<file path="config.mk">
export PLATFORM = sky130hd
export DESIGN_NAME = spr_fifo
export DESIGN_NICKNAME = d
export VERILOG_FILES = /design/src/rtl/core/spr_pkg.sv /design/src/rtl/core/spr_fifo.sv
export SDC_FILE = /design/constraint.sdc
export NUM_CORES = 1
export LEC_CHECK = 0
export BUFFER_PORTS_ARGS = -buffer_cell sky130_fd_sc_hd__buf_4
export CAP_MARGIN = 25
export CORE_UTILIZATION = 50
export CTS_CLUSTER_DIAMETER = 120
export CTS_CLUSTER_SIZE = 24
export DETAILED_ROUTE_END_ITERATION = 7
export PLACE_DENSITY = 0.71
export SETUP_SLACK_MARGIN = 0.02
export SYNTH_ARGS = -nofsm -noshare
export SYNTH_HDL_FRONTEND = slang
export SYNTH_SLANG_ARGS = --single-unit
</file>
<file path="constraint.sdc">
create_clock -name clk -period 4.9 [get_ports clk]
set_clock_uncertainty 0.15 [all_clocks]
set_input_delay 1.225 -clock clk [delete_from_list [all_inputs] [get_ports clk]]
set_output_delay 1.225 -clock clk [all_outputs]
set_load 0.05 [all_outputs]
</file>
<file path="src/rtl/core/spr_pkg.sv">
package spr_pkg;

    localparam int CORDIC_STAGES = 16;
    localparam int FRAC_BITS = 16;

    localparam int ANG_W = 35;
    localparam int Z_W = 32;
    localparam int XY_W = FRAC_BITS + 3;
    localparam int VRAD_W = 23;
    localparam int CFG_IDX_W = 4;
    localparam int CFG_DATA_W = 16;
    localparam int Q_DEPTH = 4;
    localparam int Q_PTR_W = 2;

    localparam logic [CFG_IDX_W-1:0] REG_EYE_SELECT = CFG_IDX_W'(0);
    localparam logic [CFG_IDX_W-1:0] REG_ABSOLUTE_MODE = CFG_IDX_W'(1);
    localparam logic [CFG_IDX_W-1:0] REG_INTEROCULAR = CFG_IDX_W'(2);
    localparam logic [CFG_IDX_W-1:0] REG_ZERO_PARALLAX = CFG_IDX_W'(3);
    localparam logic [CFG_IDX_W-1:0] REG_HORIZ_SPAN = CFG_IDX_W'(4);
    localparam logic [CFG_IDX_W-1:0] REG_VERT_SPAN = CFG_IDX_W'(5);
    localparam logic [CFG_IDX_W-1:0] REG_HORIZ_START = CFG_IDX_W'(6);
    localparam logic [CFG_IDX_W-1:0] REG_VERT_START = CFG_IDX_W'(7);

    localparam logic [1:0] EYE_LEFT = 2'd0;
    localparam logic [1:0] EYE_RIGHT = 2'd1;

    localparam logic signed [15:0] HSPAN_FULL = 16'sd23040;
    localparam logic signed [14:0] VSPAN_FULL = 15'sd11520;

    localparam longint ANG_FULL_L = 64'sd1509949440;
    localparam logic signed [ANG_W-1:0] ANG_FULL = ANG_W'(ANG_FULL_L);
    localparam logic signed [ANG_W-1:0] ANG_FULL2 = ANG_W'(2 * ANG_FULL_L);
    localparam logic signed [ANG_W-1:0] ANG_FULL3 = ANG_W'(3 * ANG_FULL_L);
    localparam logic signed [ANG_W-1:0] ANG_HALF = ANG_W'(ANG_FULL_L / 2);
    localparam logic signed [ANG_W-1:0] ANG_QTR = ANG_W'(ANG_FULL_L / 4);
    localparam logic signed [ANG_W-1:0] ANG_QTR3 = ANG_W'(3 * (ANG_FULL_L / 4));

    localparam longint GAIN_Q30 = 64'sd652032874;
    localparam logic signed [XY_W-1:0] X_INIT =
        XY_W'((GAIN_Q30 + (64'sd1 <<< (29 - FRAC_BITS))) >>> (30 - FRAC_BITS));

    localparam logic [VRAD_W-1:0] VRAD_MAX = {VRAD_W{1'b1}};

    typedef struct packed {
        logic signed [ANG_W-1:0] ua;
        logic signed [ANG_W-1:0] va;
        logic                    invalid;
        logic                    offset_en;
        logic                    right;
    } q_item_t;

    function automatic logic signed [Z_W-1:0] atan_val(input int unsigned idx);
        case (idx)
            0: return Z_W'(188743680);
            1: return Z_W'(111421900);
            2: return Z_W'(58872272);
            3: return Z_W'(29884485);
            4: return Z_W'(15000234);
            5: return Z_W'(7507429);
            6: return Z_W'(3754631);
            7: return Z_W'(1877430);
            8: return Z_W'(938729);
            9: return Z_W'(469366);
            10: return Z_W'(234683);
            11: return Z_W'(117342);
            12: return Z_W'(58671);
            13: return Z_W'(29335);
            14: return Z_W'(14668);
            15: return Z_W'(7334);
            16: return Z_W'(3667);
            17: return Z_W'(1833);
            18: return Z_W'(917);
            19: return Z_W'(458);
            20: return Z_W'(229);
            21: return Z_W'(115);
            22: return Z_W'(57);
            23: return Z_W'(29);
            default: return '0;
        endcase
    endfunction

endpackage

</file>
<file path="src/rtl/core/spr_fifo.sv">
module spr_fifo (
    input  logic              clk,
    input  logic              rst_n,
    input  logic              wr,
    input  spr_pkg::q_item_t  wdata,
    output logic              full,
    input  logic              rd,
    output spr_pkg::q_item_t  rdata,
    output logic              empty
);

    spr_pkg::q_item_t           mem_reg [0:spr_pkg::Q_DEPTH-1];
    logic [spr_pkg::Q_PTR_W-1:0] wr_ptr_reg;
    logic [spr_pkg::Q_PTR_W-1:0] rd_ptr_reg;
    logic [spr_pkg::Q_PTR_W:0]   count_reg;
    logic                        do_wr;
    logic                        do_rd;

    assign full  = (count_reg == (spr_pkg::Q_PTR_W + 1)'(spr_pkg::Q_DEPTH));
    assign empty = (count_reg == '0);
    assign do_wr = wr && !full;
    assign do_rd = rd && !empty;
    assign rdata = mem_reg[rd_ptr_reg];

    always_ff @(posedge clk or negedge rst_n)
    begin
        if (!rst_n)
        begin
            wr_ptr_reg <= '0;
            rd_ptr_reg <= '0;
            count_reg  <= '0;
        end
        else
        begin
            if (do_wr)
            begin
                wr_ptr_reg <= wr_ptr_reg + 1'b1;
            end
            if (do_rd)
            begin
                rd_ptr_reg <= rd_ptr_reg + 1'b1;
            end
            if (do_wr && !do_rd)
            begin
                count_reg <= count_reg + 1'b1;
            end
            else if (do_rd && !do_wr)
            begin
                count_reg <= count_reg - 1'b1;
            end
        end
    end

    always_ff @(posedge clk)
    begin
        if (do_wr)
        begin
            mem_reg[wr_ptr_reg] <= wdata;
        end
    end

endmodule

</file>
### After elaboration in Yosys (flattened, before gate mapping)

Memories as Yosys holds them, arrays and structs flattened.
Cells that the tools add are included.

| storage, ports and cells | value |
|---|---|
| flip-flop bits (word level) | 7 |
| bits in writable memories | 292 |
| output and inout port bits | 75 |
| memories | 1 |

| cells by class | value |
|---|---|
| $add $sub $neg | 4 |
| equal/unequal tests | 1 |
| multiplexer cells | 4 |
| reductions and logical operators | 10 |

Memory list:

| name | depth | bits a word | rd ports | clocked after Yosys merged registers in | write ports | line | text |
|---|---|---|---|---|---|---|---|
| mem_reg | 4 | 73 | 1 | 0 | 1 | spr_fifo.sv:12 | `spr_pkg::q_item_t mem_reg [0:spr_pkg::Q_DEPTH-1];` |

Operators with widths:

| operator | number |
|---|---|
| 3-bit 2-to-1 mux | 2 |
| 2-bit by 1-bit adder with 2-bit output, second input constant | 2 |
| 1-bit logical AND | 4 |
| 1-bit zero test | 4 |
| 3-bit by 1-bit adder with 3-bit output, second input constant | 1 |
| 3-bit == test, second input constant | 1 |
| 3-bit zero test | 1 |
| 3-bit by 1-bit subtractor with 3-bit output, second input constant | 1 |
| 1-bit 2-to-1 mux | 2 |
| 2-bit nonzero test | 1 |

### Longest topological paths before layout

| depth | value |
|---|---|
| word-level depth | 7 |
| mapped depth | 9 |
| mapped depth without buffers | 8 |

### Worst setup path after synthesis

OpenSTA, ideal clock, no wires.

| path | value |
|---|---|
| kind | in2reg |
| from | input wr |
| to | memory mem_reg[0][0] in the netlist's numbering, enable pin |
| library setup time | 0.439 ns |
| arrival time | 3.215 ns |
| path slack | 1.096 ns |
| cell stages on the path | 3 |
| path through | nor2b_1 buf_2 and2_1 |

| between the ends | value |
|---|---|
| word-level cells in the longest chain between the ends | 3 |

Ends and longest elaborated chain:

| what | line | text |
|---|---|---|
| from (decl) | spr_fifo.sv:4 | `input logic wr,` |
| 1-bit logical AND | spr_fifo.sv:21 | `assign do_wr = wr && !full;` |
| named net do_wr | spr_fifo.sv:16 | `logic do_wr;` |
| 1-bit 2-to-1 mux | spr_fifo.sv:56 | `if (do_wr)` |
| 1-bit 2-to-1 mux (implied by the code) | spr_fifo.sv:58 | `mem_reg[wr_ptr_reg] <= wdata;` |
| to (decl) | spr_fifo.sv:12 |  |

The timed path passes the listed nets, and every way through them passes these cells.

==> impl_metrics.csv <==
group,metric,value,unit
sta,rsz0062_at_grt,"false",
sta,finalCriticalPeriod,3.84,ns
synth,synth.distinct_cells,20,
die,die_y,150,um
critical_path,critPathBufInv,2,
critical_path,cpPeakStageDelay,0.73,ns
grt,antenna_found_initial,1,
pwr,max-vdd-ir-drop,0.392,mV
critical_path,worst-setup-path-type,"reg -> out",
sta,fin_tns_setup,0,ns
die,core.rowCount,53,
critical_path,r2r-start,"count_reg[2]",
grt,met1_usage,0.226,
synth,yosysSeqAreaShare,0.817,
pwr,p_per_area,674,nW/um^2
hold_path,whs_path_depth,1,
critical_path,path_cells,"buf_4, mux4_2, buf_4",
critical_path,crit_family,"flip-flops",
pwr,internal_power,5370,uW
route,detail_route.wl_per_cell,22.0,um
clocking,cts_tree,"done",
synth,synth-async-reset-ratio,0.0234,
grt,grt_use_met2,0.303,
sta,drv_slew,0,
synth,synth.most_common_cell,"edfxtp_1",
pwr,clkPwrFrac,0.160,
grt,top_usage_layer,"met2",
synth,synth_top_area_share,0.801,
placement,place_inst,833,
die,dieArea,22500,um^2
sta,layout_setup_ws,1.06,ns
layout,multi_input_area,1870,um^2
clocking,numCtsBuffers,16,
sta,finalHoldViolCount,0,
route,post_drt_via_cell_ratio,5.47,
layout,n_fill_cell,1502,
layout,final_cells,862,
sta,period_share,0.785,
clocking,post-cts-setup-buffers,0,
grt,grt_max_degree,48,
sta,setup_viol,0,
placement,placed_area,12500,um^2
die,num_io_pins,152,
layout,area_growth,18.4,%
route,drt_wl_total,19000,um
route,vias,4717,
clocking,cts_hold_buffers,0,
placement,gp_congestion,0.681,
synth,synth_seq_cells,299,
pwr,p_sw_frac,0.385,
synth,synth_top_area_cell,"edfxtp_1",
hold_path,hp-start,"count_reg[2]",
clocking,cts-resized-gates,0,
flow_run,drv_cap,0,
clocking,clk_pin_slew,0.09,ns
route,drc_errors,0,
pwr,p_leak,0.00437,uW
placement,dp_hpwl,11800,um
grt,grt_pass1_vias,5163,
critical_path,r2r_end,"count_reg[2]",
route,ant_nets,0,
synth,synth_edf_count,292,
clocking,cts.sinks,299,
pwr,p_sw,3370,uW
critical_path,cp.arrival,2.47,ns
critical_path,ff2ff_path_depth,8,
critical_path,worstPathRequired,3.52,ns
die,die_w,150,um
critical_path,slowest_stage,"dfrtp_4",
grt,grt_pass1_wl,28600,um
layout,nets,659,
hold_path,hold-path-endpoint,"count_reg[2]",
critical_path,worst_setup_path_end_kind,"output pin",
sta,clock.fmax,260,MHz
critical_path,cpMostUsedCell,"buf_4",
synth,synth_area_per_cell,26.3,um^2
synth,synth_cells,417,
clocking,htree_levels,1,
run_status,status,"complete, no violations",
grt,grtUsageMet3,0.0332,
synth,synthesis.nets,500,
synth,synth_ff_type,"edfxtp_1",
route,first_pass_iters,6,
synth,yosys-top-cells-area,"edfxtp_1, mux4_2, dfrtp_1",
layout,largest_reg_flops,292,
layout,layout-drive-gt1-share,0.440,
sta,tightestPinTransition,0.580,ns
grt,overflow,0,
grt,grt_usage,0.174,
die,initial_utilization,0.516,
pwr,p_comb_frac,0.427,
route,drtIter0Drc,258,
synth,syn-cell-area,10900,um^2
clocking,clockBufferDepth,3,
synth,yosys_warnings,0,
hold_path,hp-class,"reg -> reg",
critical_path,r2r_slack,2.44,ns
clocking,clk_latency,0.49,ns
die,core_area,21200,um^2
sta,slew_headroom,0.613,
synth,netlist_top_cells_count,"edfxtp_1, mux4_2, buf_2",
placement,port_buffers,151,
critical_path,critPathLaunchType,"flip-flop",
pwr,pwr-share-seq,0.413,
layout,stdcell_area,13000,um^2
layout,regArea,8950,um^2
clocking,cts-root-buf,"clkbuf_16",
placement,pre_cts_slack,1.48,ns
critical_path,worstPathMaxFanout,23,
==> how the worst max path moves through the flow <==
stage	start	to	slack (ns)	cells past startpoint
final	rd_ptr_reg[0]	rdata[49]	1.06	3
after floorplan	wr	mem_reg[0][0]	1.10	3
after global routing	rd_ptr_reg[0]	rdata[49]	0.86	3
after detailed placement	rd_ptr_reg[0]	rdata[49]	1.48	3
after CTS	rd_ptr_reg[0]	rdata[49]	0.95	3
after global placement	rd_ptr_reg[0]	rdata[49]	1.49	3
==> power by group through the flow <==
stage	combinational [uW]	clock, uW	sequential [uW]
floorplan	2840	0	3540
global placement	3610	0	3740
detailed placement	3800	0	3690
CTS	3800	1440	3630
global route	3910	1520	3670
finish	3730	1400	3610
==> cells in the final DEF (no fill, tap or decap), drive strengths merged <==
cell,n
nor2,1
mux4,73
diode,1
dfrtp,7
fa,1
edfxtp,292
xor2,2
nand2,1
mux2,2
nand3,1
or3,1
xnor2,4
inv,4
nor3b,1
clkbuf,27
nor2b,1
clkinv,1
and2,4
buf,158
ha,5
==> logic make-up after synthesis <==
logic type,after synthesis,share of synthesized area
XOR/XNOR,6,0.00480
AND/OR/NAND/NOR,10,0.00571
buffers and inverters,21,0.0129
adder cells (fa/ha/maj),6,0.00754
multiplexers,75,0.152
flip-flops,299,0.817
==> routing by layer <==
metal  wire, um  up-vias  part of all wire
met1       7660     2477              0.40
met3       1010       25             0.053
met2       9930      130              0.52
met4        388        0             0.020
li1           -     2085                 -
met5          0        -                 0
==> cell type report <==
type	instances	share of cell area
inverter	4	0.00116
tap	275	0.0265
antenna	1	0.000193
sequential	299	0.690
timing repair buffer	158	0.100
clock inverter	1	0.00125
multi-input combinational	97	0.145
clock buffer	27	0.0357
==> per-stage QoR <==
stage / hold WS (ns) / power, uW / util
after floorplan: 0.295 / 6380 / -
after global placement: 0.314 / 7350 / 0.582
after detailed placement: 0.344 / 7480 / 0.588
after CTS: 0.357 / 8870 / 0.611
after global routing: 0.365 / 9100 / 0.611
final: 0.359 / 8740 / 0.611
==> worst reg2reg max path: stages (launching register included) <==
cell and delay, ns:
dfrtp_1 0.41, nor3b_2 0.18, nor2b_1 0.44, ha_1 0.28, inv_1 0.07, fa_1 0.38, xor2_1 0.17, nor2_1 0.13
xor2_1 0.17
(Power assumes the default switching activity.)
