File: src/rtl/core/spr_pkg.sv
package spr_pkg;

    localparam int CORDIC_STAGES = 16;
    localparam int FRAC_BITS = 16;

    localparam int ANG_W = 35;
    localparam int Z_W = 32;
    localparam int XY_W = FRAC_BITS + 3;
    localparam int VRAD_W = 23;
    localparam int CFG_IDX_W = 4;
    localparam int CFG_DATA_W = 16;
    localparam int Q_DEPTH = 4;
    localparam int Q_PTR_W = 2;

    localparam logic [CFG_IDX_W-1:0] REG_EYE_SELECT = CFG_IDX_W'(0);
    localparam logic [CFG_IDX_W-1:0] REG_ABSOLUTE_MODE = CFG_IDX_W'(1);
    localparam logic [CFG_IDX_W-1:0] REG_INTEROCULAR = CFG_IDX_W'(2);
    localparam logic [CFG_IDX_W-1:0] REG_ZERO_PARALLAX = CFG_IDX_W'(3);
    localparam logic [CFG_IDX_W-1:0] REG_HORIZ_SPAN = CFG_IDX_W'(4);
    localparam logic [CFG_IDX_W-1:0] REG_VERT_SPAN = CFG_IDX_W'(5);
    localparam logic [CFG_IDX_W-1:0] REG_HORIZ_START = CFG_IDX_W'(6);
    localparam logic [CFG_IDX_W-1:0] REG_VERT_START = CFG_IDX_W'(7);

    localparam logic [1:0] EYE_LEFT = 2'd0;
    localparam logic [1:0] EYE_RIGHT = 2'd1;

    localparam logic signed [15:0] HSPAN_FULL = 16'sd23040;
    localparam logic signed [14:0] VSPAN_FULL = 15'sd11520;

    localparam longint ANG_FULL_L = 64'sd1509949440;
    localparam logic signed [ANG_W-1:0] ANG_FULL = ANG_W'(ANG_FULL_L);
    localparam logic signed [ANG_W-1:0] ANG_FULL2 = ANG_W'(2 * ANG_FULL_L);
    localparam logic signed [ANG_W-1:0] ANG_FULL3 = ANG_W'(3 * ANG_FULL_L);
    localparam logic signed [ANG_W-1:0] ANG_HALF = ANG_W'(ANG_FULL_L / 2);
    localparam logic signed [ANG_W-1:0] ANG_QTR = ANG_W'(ANG_FULL_L / 4);
    localparam logic signed [ANG_W-1:0] ANG_QTR3 = ANG_W'(3 * (ANG_FULL_L / 4));

    localparam longint GAIN_Q30 = 64'sd652032874;
    localparam logic signed [XY_W-1:0] X_INIT =
        XY_W'((GAIN_Q30 + (64'sd1 <<< (29 - FRAC_BITS))) >>> (30 - FRAC_BITS));

    localparam logic [VRAD_W-1:0] VRAD_MAX = {VRAD_W{1'b1}};

    typedef struct packed {
        logic signed [ANG_W-1:0] ua;
        logic signed [ANG_W-1:0] va;
        logic                    invalid;
        logic                    offset_en;
        logic                    right;
    } q_item_t;

    function automatic logic signed [Z_W-1:0] atan_val(input int unsigned idx);
        case (idx)
            0: return Z_W'(188743680);
            1: return Z_W'(111421900);
            2: return Z_W'(58872272);
            3: return Z_W'(29884485);
            4: return Z_W'(15000234);
            5: return Z_W'(7507429);
            6: return Z_W'(3754631);
            7: return Z_W'(1877430);
            8: return Z_W'(938729);
            9: return Z_W'(469366);
            10: return Z_W'(234683);
            11: return Z_W'(117342);
            12: return Z_W'(58671);
            13: return Z_W'(29335);
            14: return Z_W'(14668);
            15: return Z_W'(7334);
            16: return Z_W'(3667);
            17: return Z_W'(1833);
            18: return Z_W'(917);
            19: return Z_W'(458);
            20: return Z_W'(229);
            21: return Z_W'(115);
            22: return Z_W'(57);
            23: return Z_W'(29);
            default: return '0;
        endcase
    endfunction

endpackage

File: src/rtl/core/spr_front.sv
module spr_front (
    input  logic                                clk,
    input  logic                                rst_n,
    input  logic                                cfg_we,
    input  logic [spr_pkg::CFG_IDX_W-1:0]       cfg_index,
    input  logic [spr_pkg::CFG_DATA_W-1:0]      cfg_data,
    input  logic [15:0]                         u_frac,
    input  logic [15:0]                         v_frac,
    output spr_pkg::q_item_t                    item,
    output logic [15:0]                         io,
    output logic [15:0]                         zp,
    output logic                                radius_start
);

    logic [1:0]         eye_reg;
    logic               abs_reg;
    logic [15:0]        io_reg;
    logic [15:0]        zp_reg;
    logic signed [15:0] hspan_reg;
    logic signed [14:0] vspan_reg;
    logic signed [15:0] hstart_reg;
    logic signed [14:0] vstart_reg;

    logic signed [spr_pkg::ANG_W-1:0] prod_u;
    logic signed [spr_pkg::ANG_W-1:0] prod_v;
    logic signed [spr_pkg::ANG_W-1:0] off_u;
    logic signed [spr_pkg::ANG_W-1:0] off_v;

    always_ff @(posedge clk or negedge rst_n)
    begin
        if (!rst_n)
        begin
            eye_reg    <= 2'd0;
            abs_reg    <= 1'b0;
            io_reg     <= 16'd0;
            zp_reg     <= 16'd0;
            hspan_reg  <= spr_pkg::HSPAN_FULL;
            vspan_reg  <= spr_pkg::VSPAN_FULL;
            hstart_reg <= 16'sd0;
            vstart_reg <= 15'sd0;
        end
        else if (cfg_we)
        begin
            case (cfg_index)
                spr_pkg::REG_EYE_SELECT:    eye_reg    <= cfg_data[1:0];
                spr_pkg::REG_ABSOLUTE_MODE: abs_reg    <= cfg_data[0];
                spr_pkg::REG_INTEROCULAR:   io_reg     <= cfg_data;
                spr_pkg::REG_ZERO_PARALLAX: zp_reg     <= cfg_data;
                spr_pkg::REG_HORIZ_SPAN:    hspan_reg  <= $signed(cfg_data);
                spr_pkg::REG_VERT_SPAN:     vspan_reg  <= $signed(cfg_data[14:0]);
                spr_pkg::REG_HORIZ_START:   hstart_reg <= $signed(cfg_data);
                spr_pkg::REG_VERT_START:    vstart_reg <= $signed(cfg_data[14:0]);
                default: ;
            endcase
        end
    end

    assign radius_start = cfg_we && (cfg_index == spr_pkg::REG_INTEROCULAR ||
                                     cfg_index == spr_pkg::REG_ZERO_PARALLAX);
    assign io = io_reg;
    assign zp = zp_reg;

    always_comb
    begin
        prod_u = spr_pkg::ANG_W'(hspan_reg) * $signed(spr_pkg::ANG_W'({1'b0, u_frac}));
        prod_v = spr_pkg::ANG_W'(vspan_reg) * $signed(spr_pkg::ANG_W'({1'b0, v_frac}));
        if (abs_reg)
        begin
            off_u = spr_pkg::ANG_W'(hstart_reg) <<< 16;
            off_v = spr_pkg::ANG_W'(vstart_reg) <<< 16;
        end
        else
        begin
            off_u = (spr_pkg::ANG_W'(spr_pkg::HSPAN_FULL) - spr_pkg::ANG_W'(hspan_reg)) <<< 15;
            off_v = (spr_pkg::ANG_W'(spr_pkg::VSPAN_FULL) - spr_pkg::ANG_W'(vspan_reg)) <<< 15;
        end
        item.ua        = prod_u + off_u;
        item.va        = prod_v + off_v;
        item.invalid   = abs_reg && (hspan_reg <= 16'sd0 || vspan_reg <= 15'sd0);
        item.offset_en = (eye_reg == spr_pkg::EYE_LEFT) || (eye_reg == spr_pkg::EYE_RIGHT);
        item.right     = (eye_reg == spr_pkg::EYE_RIGHT);
    end

endmodule

File: config.mk
export PLATFORM = sky130hd
export DESIGN_NAME = spr_front
export DESIGN_NICKNAME = d
export VERILOG_FILES = /design/src/rtl/core/spr_pkg.sv /design/src/rtl/core/spr_front.sv
export SDC_FILE = /design/constraint.sdc
export NUM_CORES = 1
export LEC_CHECK = 0
export BUFFER_PORTS_ARGS = -buffer_cell sky130_fd_sc_hd__buf_2
export CORE_MARGIN = 2
export CORE_UTILIZATION = 45
export DETAILED_ROUTE_END_ITERATION = 12
export PLACE_DENSITY = 0.68
export SLEW_MARGIN = 20
export SYNTH_ARGS = -nofsm -noshare
export SYNTH_HDL_FRONTEND = slang
export SYNTH_SLANG_ARGS = --single-unit
File: constraint.sdc
create_clock -name clk -period 15.33 [get_ports clk]
set_input_delay 1.533 -clock clk [delete_from_list [all_inputs] [get_ports clk]]
set_output_delay 1.533 -clock clk [all_outputs]
set_load 0.01 [all_outputs]
Word level (Yosys, flattened, before mapping)
Cells that the tools add are included.

Input bits: 55. Register bits: 97. Output and inout port bits: 106.

Magnitude comparators: 2. Multiply operators: 2. $add $sub $neg: 4. Equality and inequality tests: 8. Mux-type cells: 2. Reduce and logical (&&, ||, !) cells: 15.

Operators with widths (count): $mux W35 (2); $add A32 B35 Y35 (1); $add A33 B35 Y35 (1); $mul A16 B17 Y33 (1); $mul A15 B17 Y32 (1); $sub A16 B16 Y17 const A (1); $eq A4 B3 Y1 const B (4); $le A16 B1 Y1 const B (1); $reduce_and A2 Y1 (8); $sub A15 B15 Y16 const A (1); $le A15 B1 Y1 const B (1); $eq A4 B2 Y1 const B (2); $eq A4 B1 Y1 const B (1); $logic_not A4 Y1 (1); $logic_or A1 B1 Y1 (3); $eq A2 B1 Y1 const B (1); $logic_and A1 B1 Y1 (2); $logic_not A2 Y1 (1).

Longest topological paths before layout
Word-level depth: 3. Mapped depth: 25.

Least setup slack after synthesis
No wires, ideal clock.

Path kind: in2out. From: input v_frac[11]. To: output item[35] (netlist name). Arrival time: 7283 ps. Cell stages on the path: 22. Setup slack: 6514 ps. Required time: 13797 ps. Path buffers: 2. Path through: clkbuf_1 > nand2_1 > fa_1 > inv_1 > fa_1 > fa_1 > fa_1 > fa_1 > inv_1 > fa_1 > inv_1 > ha_1 > buf_2 > a2111oi_2 > o21ai_1 > o311a_1 > or3b_1 > o22a_1 > a221oi_2 > a211oi_1 > a211oi_2 > xnor2_1.

RTL lines: start, declared (RTL line spr_front.sv:8) `input logic [15:0] v_frac,`; end, declared (RTL line spr_front.sv:9) `output spr_pkg::q_item_t item,`.

==> impl_metrics.env <==
export IMPL_ant_nets=0
export IMPL_netlist_cell_type_count=67
export IMPL_fin_cells=3197
export IMPL_synth_cells=2452
export IMPL_tightest_slew_ns=1.091
export IMPL_clkLatencyLatePin_ns=0.34
export IMPL_cts_made_buffers=9
export IMPL_dp_cells=3177
export IMPL_critical_path_class="in -> out"
export IMPL_post_cts_resize_count=0
export IMPL_synth_yosys_warnings=0
export IMPL_antenna_found_initial=4
export IMPL_ys_ff_latch=97
export IMPL_route_vias_total=16850
export IMPL_layout_drive_gt1_share=0.1166
export IMPL_grt_max_degree=78
export IMPL_cts_root_buffer="clkbuf_16"
export IMPL_startpoint_type="input pin"
export IMPL_die_area_um2=51910
export IMPL_syn_nets=3152
export IMPL_cts_sinks=97
export IMPL_die_width_um=227.8
export IMPL_cts_clk_slew_worst_paths_ns=0.06
export IMPL_ios=161
export IMPL_cts_setup_buffers=0
export IMPL_met2_usage=0.3837
export IMPL_cts_tree="yes"
export IMPL_grt_setup_unrepaired="no"
export IMPL_drc=0
export IMPL_rows=82
export IMPL_final_cell_mix="inv_1 (526), fa_1 (413), nand2_1 (283), and2_1 (248), ha_1 (232)"
export IMPL_area_delta_synth_final_pct=7.092
export IMPL_post_drt_wl_per_cell_um=18.12
export IMPL_worstPathCellList="buf_2 > nand2_1 > fa_1 > fa_1 > inv_1 > fa_1 > fa_1 > fa_1 > inv_1 > fa_1 > inv_1 > ha_1 > a21o_1 > a21oi_1 > nor2b_1 > o21ai_1 > a2111oi_0 > nor3_1 > o41ai_1 > mux2i_1 > nand2_1 > buf_2"
export IMPL_cp_buffers_inverters=5
export IMPL_critPathRequiredTime_ns=13.80
export IMPL_cp_top_family="adder cells"
export IMPL_end_kind="output pin"
export IMPL_grt_busiest_layer="met2"
export IMPL_nets=3216
export IMPL_cp_startpoint="v_frac[12]"
export IMPL_htreeDepth=3
export IMPL_min_delay_start="zp[4]"
export IMPL_dpl_hpwl_um=45310
export IMPL_cpMostUsedCell="fa_1"
export IMPL_status="complete, no violations"
export IMPL_crit_fanout=15
export IMPL_use_met3=0.04075
export IMPL_tns_ns=0
export IMPL_final_common_cell="inv_1"
export IMPL_met1_usage=0.3046
export IMPL_holdCritPathClass="reg -> reg"
export IMPL_cp_slowest_stage_delay_ns=1.01
export IMPL_critical_path_arrival_ns=8.44
export IMPL_cap_violations=0
export IMPL_synthFlopType="dfrtp_1"
export IMPL_cts_buffer_depth=2
export IMPL_maxSlewHeadroom=0.2540
export IMPL_grt_ovfl_total=0
export IMPL_setup_viol=0
export IMPL_grt_pass1_wl_um=95260
export IMPL_drv_slew=0
export IMPL_vias_per_cell=5.269
export IMPL_avgSynthCellArea_um2=9.195
export IMPL_crit_slowest_cell="a2111oi_0"
export IMPL_firstDrtPassIters=6
export IMPL_fin_crit_ns=9.973
export IMPL_syn_area_um2=22550
export IMPL_core_um2=49760
export IMPL_worst_clock_skew_ns=0
export IMPL_synth_edf_count=0
export IMPL_finalHoldViolations=0
export IMPL_period_share=0.6505
export IMPL_gr_usage_all_layers=0.2297
export IMPL_async_flop_share=1.000
export IMPL_timing_rr_start="vspan_reg[14]"
export IMPL_place_port_buffers=160
export IMPL_drt_first_iter_violations=1063
export IMPL_fmax_mhz=100.3
export IMPL_postCtsHoldBufs=0
export IMPL_die_h_um=227.8
export IMPL_grt_pass1_vias=18150
export IMPL_totalWireLength_um=57920
export IMPL_seq_area_frac_synth=0.1081
export IMPL_place_congestion=0.9390
export IMPL_start_util=0.4531
## Yosys cell counts, drive strengths merged, types with 21 or more instances
cell | count | area (um^2)
inv | 526 | 1974
o21ai | 51 | 255.3
clkbuf | 101 | 379.1
nor3 | 21 | 105.1
ha | 232 | 2903
xnor2 | 52 | 455.4
and2 | 248 | 1551
nor2 | 69 | 259.0
dfrtp | 89 | 2227
xor2 | 23 | 201.4
a21o | 22 | 165.2
a21oi | 53 | 265.3
nand2b | 23 | 143.9
fa | 413 | 8268
mux2 | 95 | 1070
nand2 | 283 | 1062
## area by class of cell
class / count / area, um^2
Sequential cell: 97 / 2439
Timing Repair Buffer: 165 / 840.8
Clock inverter: 4 / 76.32
Multi-Input combinational cell: 1717 / 17720
Antenna cell: 4 / 10.01
Tap cell: 672 / 840.8
Inverter: 526 / 1974
Fill cell: 4658 / 25610
Clock buffer: 12 / 246.5
## per-stage QoR
step	hold slack, ns	utilization	area, um^2	setup slack [ns]
finish	0.5035	0.4852	24150	5.357
global route	0.5233	0.4852	24140	4.978
detailed placement	0.4897	0.4786	23810	5.290
floorplan	0.4710	-	22550	6.514
CTS	0.5040	0.4850	24140	5.273
global placement	0.4817	0.4785	23810	5.436
## routing by layer
| metal | wire, um | up-vias |
|---|---|---|
| met1 | 24380 | 8625 |
| met2 | 27860 | 554 |
| met3 | 3899 | 98 |
| met5 | 0 | - |
| met4 | 1781 | 0 |
| li1 | - | 7569 |
## cell families after synthesis
group / count (synthesis) / synth area share
AOI/OAI and AO/OA: 196 / 0.05683
xor gates and xnor gates: 75 / 0.02913
adders and majority gates: 645 / 0.4954
buffers and inverters: 638 / 0.1064
DFF: 97 / 0.1081
muxes: 97 / 0.04834
and+or+nand+nor: 704 / 0.1558
## final timing paths
check,to,slack (ns),cells after the start
worst min register to register,zp[4],0.50,1
worst max-delay path,item[34],5.36,22
worst min-delay path,zp[4],0.50,1
min in group asynchronous,io[12],1.05,1
worst max register to register,vspan_reg[14],13.64,2
max in group asynchronous,abs_reg,12.93,2
Power is left out: the tool's default activity adds up to more than one toggle a clock period on the data nets, which glitch-free logic cannot reach.
